===== src/hw/rtl/sha1_stream_hasher_core_assert.svh =====
// Assertion macros for the SHA-1 stream hasher
`ifndef SHA1_STREAM_HASHER_CORE_ASSERT_SVH
`define SHA1_STREAM_HASHER_CORE_ASSERT_SVH
// Implication checked on every clock edge outside reset
`define SHA_ASSERT_IMP(label, ante, cons, msg) \
  label: assert property (@(posedge clk) disable iff (!rst_n) (ante) |-> (cons)) \
    else $error(msg);
// Implication whose consequent is checked in the cycle after the antecedent
`define SHA_ASSERT_NEXT(label, ante, cons, msg) \
  label: assert property (@(posedge clk) disable iff (!rst_n) (ante) |=> (cons)) \
    else $error(msg);
`endif


===== src/hw/rtl/sha1_pkg.sv =====
// ----------------------------------------------------------------------------
// sha1_pkg
// Types and constants shared by the SHA-1 stream hasher modules.
// ----------------------------------------------------------------------------
`default_nettype none
package sha1_pkg;
  localparam logic OP_ABSORB = 1'b0;
  localparam logic OP_FINISH = 1'b1;
  localparam logic [31:0] H0 = 32'h67452301;
  localparam logic [31:0] H1 = 32'hEFCDAB89;
  localparam logic [31:0] H2 = 32'h98BADCFE;
  localparam logic [31:0] H3 = 32'h10325476;
  localparam logic [31:0] H4 = 32'hC3D2E1F0;
  localparam logic [31:0] K0 = 32'h5A827999;
  localparam logic [31:0] K1 = 32'h6ED9EBA1;
  localparam logic [31:0] K2 = 32'h8F1BBCDC;
  localparam logic [31:0] K3 = 32'hCA62C1D6;
  localparam logic [7:0] PAD_BYTE = 8'h80;
  localparam logic [5:0] LEN_OFFSET = 6'd56;

  typedef enum logic [2:0] {
    ST_IDLE, ST_COMP, ST_PAD, ST_OUT
  } state_t;

  typedef enum logic [1:0] {
    SEL_DATA, SEL_PAD, SEL_ZERO, SEL_LEN
  } byte_sel_t;

  // controller -> datapath
  typedef struct packed {
    logic      wr_byte;   // write a byte at the current offset, advance count
    byte_sel_t sel;
    logic      comp_start;
    logic      init;      // reset chain and count
    logic      cap_bits;  // latch bit length
  } cmd_t;

  // datapath -> controller
  typedef struct packed {
    logic       comp_busy;
    logic       comp_done;
    logic [5:0] offset;
  } sts_t;
endpackage
`default_nettype wire


===== src/hw/rtl/sha1_datapath.sv =====
// ----------------------------------------------------------------------------
// sha1_datapath
// Block buffer, message schedule, round unit and chaining words.
// ----------------------------------------------------------------------------
`default_nettype none
`include "sha1_stream_hasher_core_assert.svh"
module sha1_datapath import sha1_pkg::*; (
  input  wire logic        clk,
  input  wire logic        rst_n,
  input  wire cmd_t        cmd,
  input  wire logic [7:0]  data_byte,
  output sts_t             sts,
  output logic [159:0]     digest
);
  logic [31:0] blk_r [16];
  logic [31:0] cnt_r, cnt_nxt;
  logic [31:0] bits_r;
  logic [31:0] h_r [5];
  logic [31:0] a_r, b_r, c_r, d_r, e_r;
  logic [31:0] w_r [16];
  logic [6:0]  rnd_r;
  logic        busy_r, done_r;
  logic [7:0]  wbyte;
  logic [5:0]  off;
  logic [31:0] f, k, t, wi, wn;

  assign off = cnt_r[5:0];

  always_comb begin
    case (cmd.sel)
      SEL_DATA: wbyte = data_byte;
      SEL_PAD:  wbyte = PAD_BYTE;
      SEL_ZERO: wbyte = 8'h00;
      default: begin
        case (off[1:0])
          2'd0:    wbyte = bits_r[31:24];
          2'd1:    wbyte = bits_r[23:16];
          2'd2:    wbyte = bits_r[15:8];
          default: wbyte = bits_r[7:0];
        endcase
      end
    endcase
  end

  always_comb begin
    cnt_nxt = cnt_r;
    if (cmd.init) cnt_nxt = '0;
    else if (cmd.wr_byte) cnt_nxt = cnt_r + 32'd1;
  end

  // byte 0 of a word lands in its top bits
  always_ff @(posedge clk) begin
    if (cmd.wr_byte) blk_r[off[5:2]][{~off[1:0], 3'b000} +: 8] <= wbyte;
    if (cmd.cap_bits) bits_r <= {cnt_r[28:0], 3'b000};
  end

  // round logic
  always_comb begin
    if (rnd_r < 7'd20) begin
      f = (b_r & c_r) | (~b_r & d_r); k = K0;
    end else if (rnd_r < 7'd40) begin
      f = b_r ^ c_r ^ d_r; k = K1;
    end else if (rnd_r < 7'd60) begin
      f = (b_r & c_r) | (b_r & d_r) | (c_r & d_r); k = K2;
    end else begin
      f = b_r ^ c_r ^ d_r; k = K3;
    end
    wi = w_r[0];
    wn = w_r[13] ^ w_r[8] ^ w_r[2] ^ w_r[0];
    wn = {wn[30:0], wn[31]};
    t  = {a_r[26:0], a_r[31:27]} + f + e_r + k + wi;
  end

  always_ff @(posedge clk) begin
    if (!rst_n) begin
      cnt_r  <= '0;
      busy_r <= 1'b0;
      done_r <= 1'b0;
      rnd_r  <= '0;
      h_r[0] <= H0; h_r[1] <= H1; h_r[2] <= H2; h_r[3] <= H3; h_r[4] <= H4;
    end else begin
      cnt_r  <= cnt_nxt;
      done_r <= 1'b0;
      if (cmd.init) begin
        h_r[0] <= H0; h_r[1] <= H1; h_r[2] <= H2; h_r[3] <= H3; h_r[4] <= H4;
      end
      if (cmd.comp_start) begin
        busy_r <= 1'b1;
        rnd_r  <= '0;
        a_r <= h_r[0]; b_r <= h_r[1]; c_r <= h_r[2]; d_r <= h_r[3]; e_r <= h_r[4];
        for (int i = 0; i < 16; i++)
          w_r[i] <= blk_r[i];
      end else if (busy_r) begin
        // shift the schedule window by one word
        for (int i = 0; i < 15; i++) w_r[i] <= w_r[i+1];
        w_r[15] <= wn;
        a_r <= t; b_r <= a_r; c_r <= {b_r[1:0], b_r[31:2]}; d_r <= c_r; e_r <= d_r;
        if (rnd_r == 7'd79) begin
          busy_r <= 1'b0;
          done_r <= 1'b1;
          h_r[0] <= h_r[0] + t;
          h_r[1] <= h_r[1] + a_r;
          h_r[2] <= h_r[2] + {b_r[1:0], b_r[31:2]};
          h_r[3] <= h_r[3] + c_r;
          h_r[4] <= h_r[4] + d_r;
        end
        rnd_r <= rnd_r + 7'd1;
      end
    end
  end

  assign sts.comp_busy = busy_r;
  assign sts.comp_done = done_r;
  assign sts.offset    = off;
  assign digest = {h_r[4], h_r[3], h_r[2], h_r[1], h_r[0]};

  `SHA_ASSERT_IMP(a_no_wr_busy, busy_r, !cmd.wr_byte, "byte write during compression")
  `SHA_ASSERT_NEXT(a_done_pulse, done_r, !done_r, "done held two cycles")
  `SHA_ASSERT_IMP(a_start_idle, cmd.comp_start, !busy_r, "start while busy")
endmodule
`default_nettype wire


===== src/hw/rtl/sha1_ctrl.sv =====
// ----------------------------------------------------------------------------
// sha1_ctrl
// Sequencer for absorb, padding, compression and digest output.
// ----------------------------------------------------------------------------
`default_nettype none
`include "sha1_stream_hasher_core_assert.svh"
module sha1_ctrl import sha1_pkg::*; (
  input  wire logic clk,
  input  wire logic rst_n,
  input  wire logic in_valid,
  input  wire logic in_op,
  output logic      in_ready,
  output logic      out_valid,
  input  wire logic out_ready,
  output logic      cap_digest,
  input  wire sts_t sts,
  output cmd_t      cmd
);
  state_t st_r, st_nxt;
  logic   fin_r, fin_nxt;   // length field goes into a later block
  logic   pad_r, pad_nxt;   // 0x80 already written
  logic   ov_r, ov_nxt;

  always_ff @(posedge clk) begin
    if (!rst_n) begin
      st_r <= ST_IDLE; fin_r <= 1'b0; pad_r <= 1'b0; ov_r <= 1'b0;
    end else begin
      st_r <= st_nxt; fin_r <= fin_nxt; pad_r <= pad_nxt; ov_r <= ov_nxt;
    end
  end

  always_comb begin
    st_nxt = st_r; fin_nxt = fin_r; pad_nxt = pad_r; ov_nxt = ov_r;
    cmd = '0; cmd.sel = SEL_DATA;
    in_ready = 1'b0; cap_digest = 1'b0;
    if (ov_r && out_ready) ov_nxt = 1'b0;
    unique case (st_r)
      ST_IDLE: begin
        in_ready = 1'b1;
        if (in_valid) begin
          if (in_op == OP_ABSORB) begin
            cmd.wr_byte = 1'b1;
            if (sts.offset == 6'd63) st_nxt = ST_COMP;
          end else begin
            cmd.cap_bits = 1'b1; pad_nxt = 1'b0; st_nxt = ST_PAD;
          end
        end
      end
      ST_COMP: begin
        if (!sts.comp_busy && !sts.comp_done) cmd.comp_start = 1'b1;
        if (sts.comp_done) begin
          if (fin_r) begin
            fin_nxt = 1'b0; st_nxt = ST_PAD;
          end else if (pad_r) begin
            // the block holding the length field is done
            pad_nxt = 1'b0; st_nxt = ST_OUT;
          end else begin
            st_nxt = ST_IDLE;
          end
        end
      end
      ST_PAD: begin
        cmd.wr_byte = 1'b1;
        if (!pad_r) begin
          cmd.sel = SEL_PAD; pad_nxt = 1'b1;
          // no room left for the length field in this block
          if (sts.offset >= LEN_OFFSET) fin_nxt = 1'b1;
        end else if (!fin_r && sts.offset >= LEN_OFFSET + 6'd4) cmd.sel = SEL_LEN;
        else cmd.sel = SEL_ZERO;
        if (sts.offset == 6'd63) st_nxt = ST_COMP;
      end
      ST_OUT: begin
        if (!ov_r) begin
          cap_digest = 1'b1; ov_nxt = 1'b1; cmd.init = 1'b1;
          fin_nxt = 1'b0; st_nxt = ST_IDLE;
        end
      end
      default: st_nxt = ST_IDLE;
    endcase
  end

  assign out_valid = ov_r;

  `SHA_ASSERT_IMP(a_rdy_idle, in_ready, st_r == ST_IDLE, "ready outside idle")
  `SHA_ASSERT_NEXT(a_cap_valid, cap_digest, out_valid, "digest captured but not shown")
  `SHA_ASSERT_IMP(a_cap_free, cap_digest, !ov_r, "digest overwritten")
endmodule
`default_nettype wire


===== src/hw/rtl/sha1_stream_hasher_core.sv =====
// ----------------------------------------------------------------------------
// sha1_stream_hasher_core
// SHA-1 hasher taking one byte or a finish command per item.
// ----------------------------------------------------------------------------
// channel | dir | tdata fields (low bit up)              | tuser
// in      | in  | data_byte[7:0]                          | op
// out     | out | digest_word0 .. digest_word4 (160 bits) | -
// Bytes are absorbed while in_tready is high; every 64th byte starts a compression
// (a start step, 80 rounds and a done step) while in_tready is low.
// Finish is taken in idle, then the pad bytes are written one a cycle (9 to 72)
// with one or two compressions, then the output register is loaded once it is free.
// Reset rst_n is synchronous; the digest may wait on out_tready while the
// next message is already absorbed.
`default_nettype none
module sha1_stream_hasher_core import sha1_pkg::*; (
  input  wire logic         clk,
  input  wire logic         rst_n,
  input  wire logic         in_tvalid,
  output logic              in_tready,
  input  wire logic [7:0]   in_tdata,   // data_byte
  input  wire logic         in_tuser,   // op
  output logic              out_tvalid,
  input  wire logic         out_tready,
  output logic [159:0]      out_tdata   // digest_word0 .. digest_word4
);
  cmd_t cmd;
  sts_t sts;
  logic cap;
  logic [159:0] dig;
  logic [159:0] out_r;

  sha1_ctrl u_ctrl (
    .clk, .rst_n, .in_valid(in_tvalid), .in_op(in_tuser), .in_ready(in_tready),
    .out_valid(out_tvalid), .out_ready(out_tready), .cap_digest(cap), .sts, .cmd
  );

  sha1_datapath u_dp (
    .clk, .rst_n, .cmd, .data_byte(in_tdata), .sts, .digest(dig)
  );

  always_ff @(posedge clk) begin
    if (cap) out_r <= dig;
  end
  assign out_tdata = out_r;
endmodule
`default_nettype wire

===== config.mk =====
export PLATFORM = sky130hd
export DESIGN_NAME = sha1_stream_hasher_core
export DESIGN_NICKNAME = d
export VERILOG_FILES = /design/src/hw/rtl/sha1_pkg.sv /design/src/hw/rtl/sha1_datapath.sv /design/src/hw/rtl/sha1_ctrl.sv /design/src/hw/rtl/sha1_stream_hasher_core.sv
export VERILOG_INCLUDE_DIRS = /design/src /design/src/hw/rtl
export SDC_FILE = /design/constraint.sdc
export NUM_CORES = 2
export LEC_CHECK = 0
export BUFFER_PORTS_ARGS = -buffer_cell sky130_fd_sc_hd__buf_2
export CAP_MARGIN = 20
export CORE_ASPECT_RATIO = 1.1
export CORE_MARGIN = 4
export CORE_UTILIZATION = 30
export CTS_BUF_LIST = sky130_fd_sc_hd__clkbuf_16
export CTS_CLUSTER_DIAMETER = 120
export DETAILED_ROUTE_END_ITERATION = 10
export SKIP_LAST_GASP = 1
export SLEW_MARGIN = 20
export SYNTH_ARGS = -nofsm -noshare
export SYNTH_HDL_FRONTEND = slang
export SYNTH_SLANG_ARGS = --single-unit

===== constraint.sdc =====
create_clock -name clk -period 50.7 [get_ports clk]
set_input_delay 10.14 -clock clk [delete_from_list [all_inputs] [get_ports clk]]
set_output_delay 10.14 -clock clk [all_outputs]
set_load 0.01 [all_outputs]

==> summary.md <==
Of all nets on the critical path, the largest fanout is 76. The worst path meets setup with 37.35 ns of slack. TritonCTS built the clock tree. The run gives 0 ns as the setup total negative slack. Before CTS, the worst setup slack after placement is 36.40 ns. Each instance of the synthesized netlist takes up on average 14.5 um^2. The number of synthesized register bits works out to 1577.

The tightest min-delay check is of the flip-flop to flip-flop type. For this run, the share of the core covered by cells in the final layout is 34.5%. The worst setup path is launched from a primary input. The logs give 22700 um^2 for the area taken by multi-input logic gates and 80900 um^2 for the area of all placed cells without fillers. The run gives 5249 as the number of nets produced by synthesis. The later pin in the worst-skew pair is clocked with a latency of 0.80 ns. The core region is 234000 um^2. Counting distinct cell types in the post-synthesis netlist gives 88. The design draws 2.64 mW.

Derived from the worst setup path, the maximum achievable clock frequency is 0.0749 GHz. The run gives 22300 as the number of inserted filler cells in the final layout. The signed area change from the synthesized netlist to the final layout was 14.2%; the worst-case clock skew was 0.0348 ns.

The run gives 0 as the number of setup violations in the final report. The proportion of netlist area held by the largest area contributor is 65.0%. In this run the vertical extent of the chip is 518 um. Hold timing on the final database bottoms out at a slack of 0.466 ns. Routability-driven placement finished with a final weighted congestion of 0.918. In the synthesized netlist, the cells that appear most often are edfxtp_1, nand2_1, mux2_2. For the finished layout, the period the worst path requires is 13.35 ns. Total of buffers placed on input and output ports: 174. For the worst flop-to-flop path, the logic depth is 30.

In the global route stage, overall resource usage came out at 13.5%. At the end of the flow, the number of nets in the layout was 5494. Entering global routing, the biggest net connects 177 pins.

In the routed design, unresolved DRC markers number 0. At the pin with the least slew margin, the transition time is 1.17 ns. The cts-stage hold buffer count is 0, and the number of enable-type register cells in the synthesized netlist is 1533. The via count of the first global-routing pass is 39300, and the total via count in the routed design is 39800. Of the cells placed in the final design, the portion with a size suffix greater than 1 is 18.8%.

Counting instances, the worst hold path has a depth of 0. The cell sitting at the root of the clock tree is a clkbuf_16. After detailed routing, the total wire length is 169000 um.

Among all cell types in the netlist, the one instantiated most often is edfxtp_1. Synthesis produced 4885 cells. The share of the clock period used by the worst path was 26.3%; the area of the mapped netlist was 70900 um^2. After clock tree synthesis, the repair step resized 0 gates. The cell row count is 186, and the async set or reset register ratio after synthesis is 0%. Data arrives at the worst endpoint at 13.74 ns. Clock-pin slew was measured on the worst setup and hold paths at 0.06 ns. The static leakage came out at 28.9 nW. In this run the register-to-register setup slack is 41.46 ns.

The H-tree was split into 4 levels. Post-CTS timing repair inserted 0 buffers for setup. The detailed-placement wirelength estimate was 115000 um; the reported max-cap violation count was 0. The logs give 0 for the global route total overflow and 244000 um^2 for the area of the die. Critical register-to-register path endpoint: u_dp.h_r[0][31]$_SDFFCE_PN0P_. Pin placement for this block handled 175 I/O pins. The number of hold-slack violations in the final timing report was 0. Yosys attributes the largest share of cell area to edfxtp_1, mux2_2, ha_1.

The die is 471 um wide. The first global-routing pass estimated 252000 um of wire. In the synthesized netlist the dominant register cell turns out to be edfxtp_1.

The tools report the hold-critical path endpoint as u_dp.bits_r[31]$_DFFE_PP_. The max-slew violation count is 0. The run gives 1577 as the count of clock tree sinks. Number of iterations in the first detailed-routing pass: 6.

The average via count per standard cell was 4.76. The flow ran to the end, and the final reports show no timing, DRC or antenna violations. Counting the buffers created by CTS gives 163.

Of the synthesized area, sequential elements account for 66.2%. The tools report the maximum buffer depth of the clock tree as 3. Measured against its own limit, the worst slew margin works out to 22.3%. Power spread over the standard cell area amounts to 32.6 nW/um^2.

The tools report the number of antenna violations at the first check in global routing as 8. The worst endpoint required time is 51.09 ns, and the total instance count after detailed placement is 8066. The critical path starts at rst_n. The detail route stage leaves a number of antenna-violating nets equal to 0.

Setup repair after global routing left no endpoint under its margin. The startpoint of the worst register-to-register path is u_dp.rnd_r[5]$_SDFFE_PP0P_. The placed instances occupy a cell area of 75600 um^2. The type of the worst setup path is primary input to flip-flop.

The area used by sequential logic in the layout came out at 46900 um^2. Of all cell types, the one taking the most synthesized area is edfxtp_1. Capturing element type of the critical path: a flip-flop.

The detail-routed net length per standard cell is 20.2 um, and the number of DRC markers in iteration 0 is 3719. Excluding fillers, the count of instances in the completed layout stands at 8360. The total of warnings raised by yosys is 0, and the worst-case vdd ir drop is 0.0000245 V.

The critical hold path startpoint is u_dp.cnt_r[28]$_SDFFE_PP0P_. The tools report the starting density of the core as 30.2%.
==> cell families (layout without fill, tap and decap cells) <==
kind of cell / Yosys count / after routing / share of synthesized area, %
other: 1 / 4 / 0.00529
AOI/OAI and AO/OA: 614 / 614 / 5.79
and+or+nand+nor: 1199 / 1199 / 7.16
adders and majority gates: 351 / 351 / 7.51
muxes: 493 / 493 / 7.83
DFF: 1577 / 1577 / 66.2
xor gates and xnor gates: 289 / 289 / 3.59
buffers and inverters: 361 / 731 / 1.91
==> critical path, cell delays in order <==
cell	delay (ns)
buf_2	0.29
nand2_4	0.57
nand2_4	0.92
buf_4	0.78
buf_4	0.90
==> per-layer routing <==
metal / vias to the layer above / wire length (um) / GRT usage, %
li1: 18400 / - / -
met1: 20000 / 77100 / 19.2
met2: 1204 / 77500 / 21.3
met3: 248 / 10100 / 2.21
met4: 2 / 4060 / 3.69
met5: - / 20 / 0
==> worst max path at each step <==
stage | cells after the start | slack (ns) | end
after CTS | 5 | 37.28 | u_dp.w_r[4][52]$_DFFE_PP_
after floorplan | 6 | 27.54 | u_dp.w_r[0][0]$_DFFE_PP_
final | 5 | 37.35 | u_dp.w_r[1][28]$_DFFE_PP_
after global routing | 5 | 37.11 | u_dp.w_r[4][59]$_DFFE_PP_
after detailed placement | 5 | 36.40 | u_dp.w_r[5][20]$_DFFE_PP_
after global placement | 5 | 36.50 | u_dp.w_r[3][20]$_DFFE_PP_
==> report_power, final <==
group          internal (mW)  switching (mW)  leakage, nW  total (mW)
sequential              1.42         0.00344         14.4        1.42
combinational        0.00925          0.0227         11.8      0.0320
clock                  0.670           0.511         2.70        1.18
total                   2.10           0.537         28.9        2.64
==> sequential cells by signal (all words and copies together), names as in the netlist <==
register	flops
u_dp.h_r	160
u_dp.c_r	32
u_dp.busy_r	1
u_dp.w_r	512
u_dp.a_r	32
u_dp.blk_r	512
u_ctrl.st_r	3
u_dp.rnd_r	7
u_ctrl.out_valid	1
u_dp.cnt_r	29
u_dp.done_r	1
u_dp.e_r	32
u_dp.bits_r	29
u_dp.b_r	32
u_ctrl.fin_r	1
u_ctrl.pad_r	1
u_dp.d_r	32
out_tdata	160
==> area by class of cell <==
class,count,share of cell area [%]
Clock buffer,165,5.10
Clock inverter,125,1.38
Tap cell,3102,4.80
Antenna cell,3,0.00928
Inverter,214,0.995
Timing Repair Buffer,227,1.64
Multi-Input combinational cell,2947,28.1
Sequential cell,1577,58.0
==> placed cells by master (no fill, tap or decap), types with 9 or more instances in the layout <==
cell type   instances
buf_2             174
nand2b_1           25
ha_1              227
nor3_1             32
xnor2_1           191
clkinv_2           23
o31ai_1            12
edfxtp_1         1533
mux2_2            488
xor2_1             97
a21oi_1           177
o21a_1             26
o21bai_1           33
nor2b_1            42
bufinv_16          15
nand4_1            15
o32ai_1            14
and2_1             18
or3_1              10
nor2_1            326
a31oi_1            19
o221ai_1           16
nand3_1            38
a211oi_1           18
nor2_2             11
fa_1              124
and3_1             28
o21ai_0           109
dfxtp_1            44
a21o_1             97
nand2_1           612
clkinv_1           25
clkbuf_16         165
inv_1             255
buf_4              48
and4_1              9
clkinvlp_4          9
No activity file was read; power rests on OpenSTA's default activity.
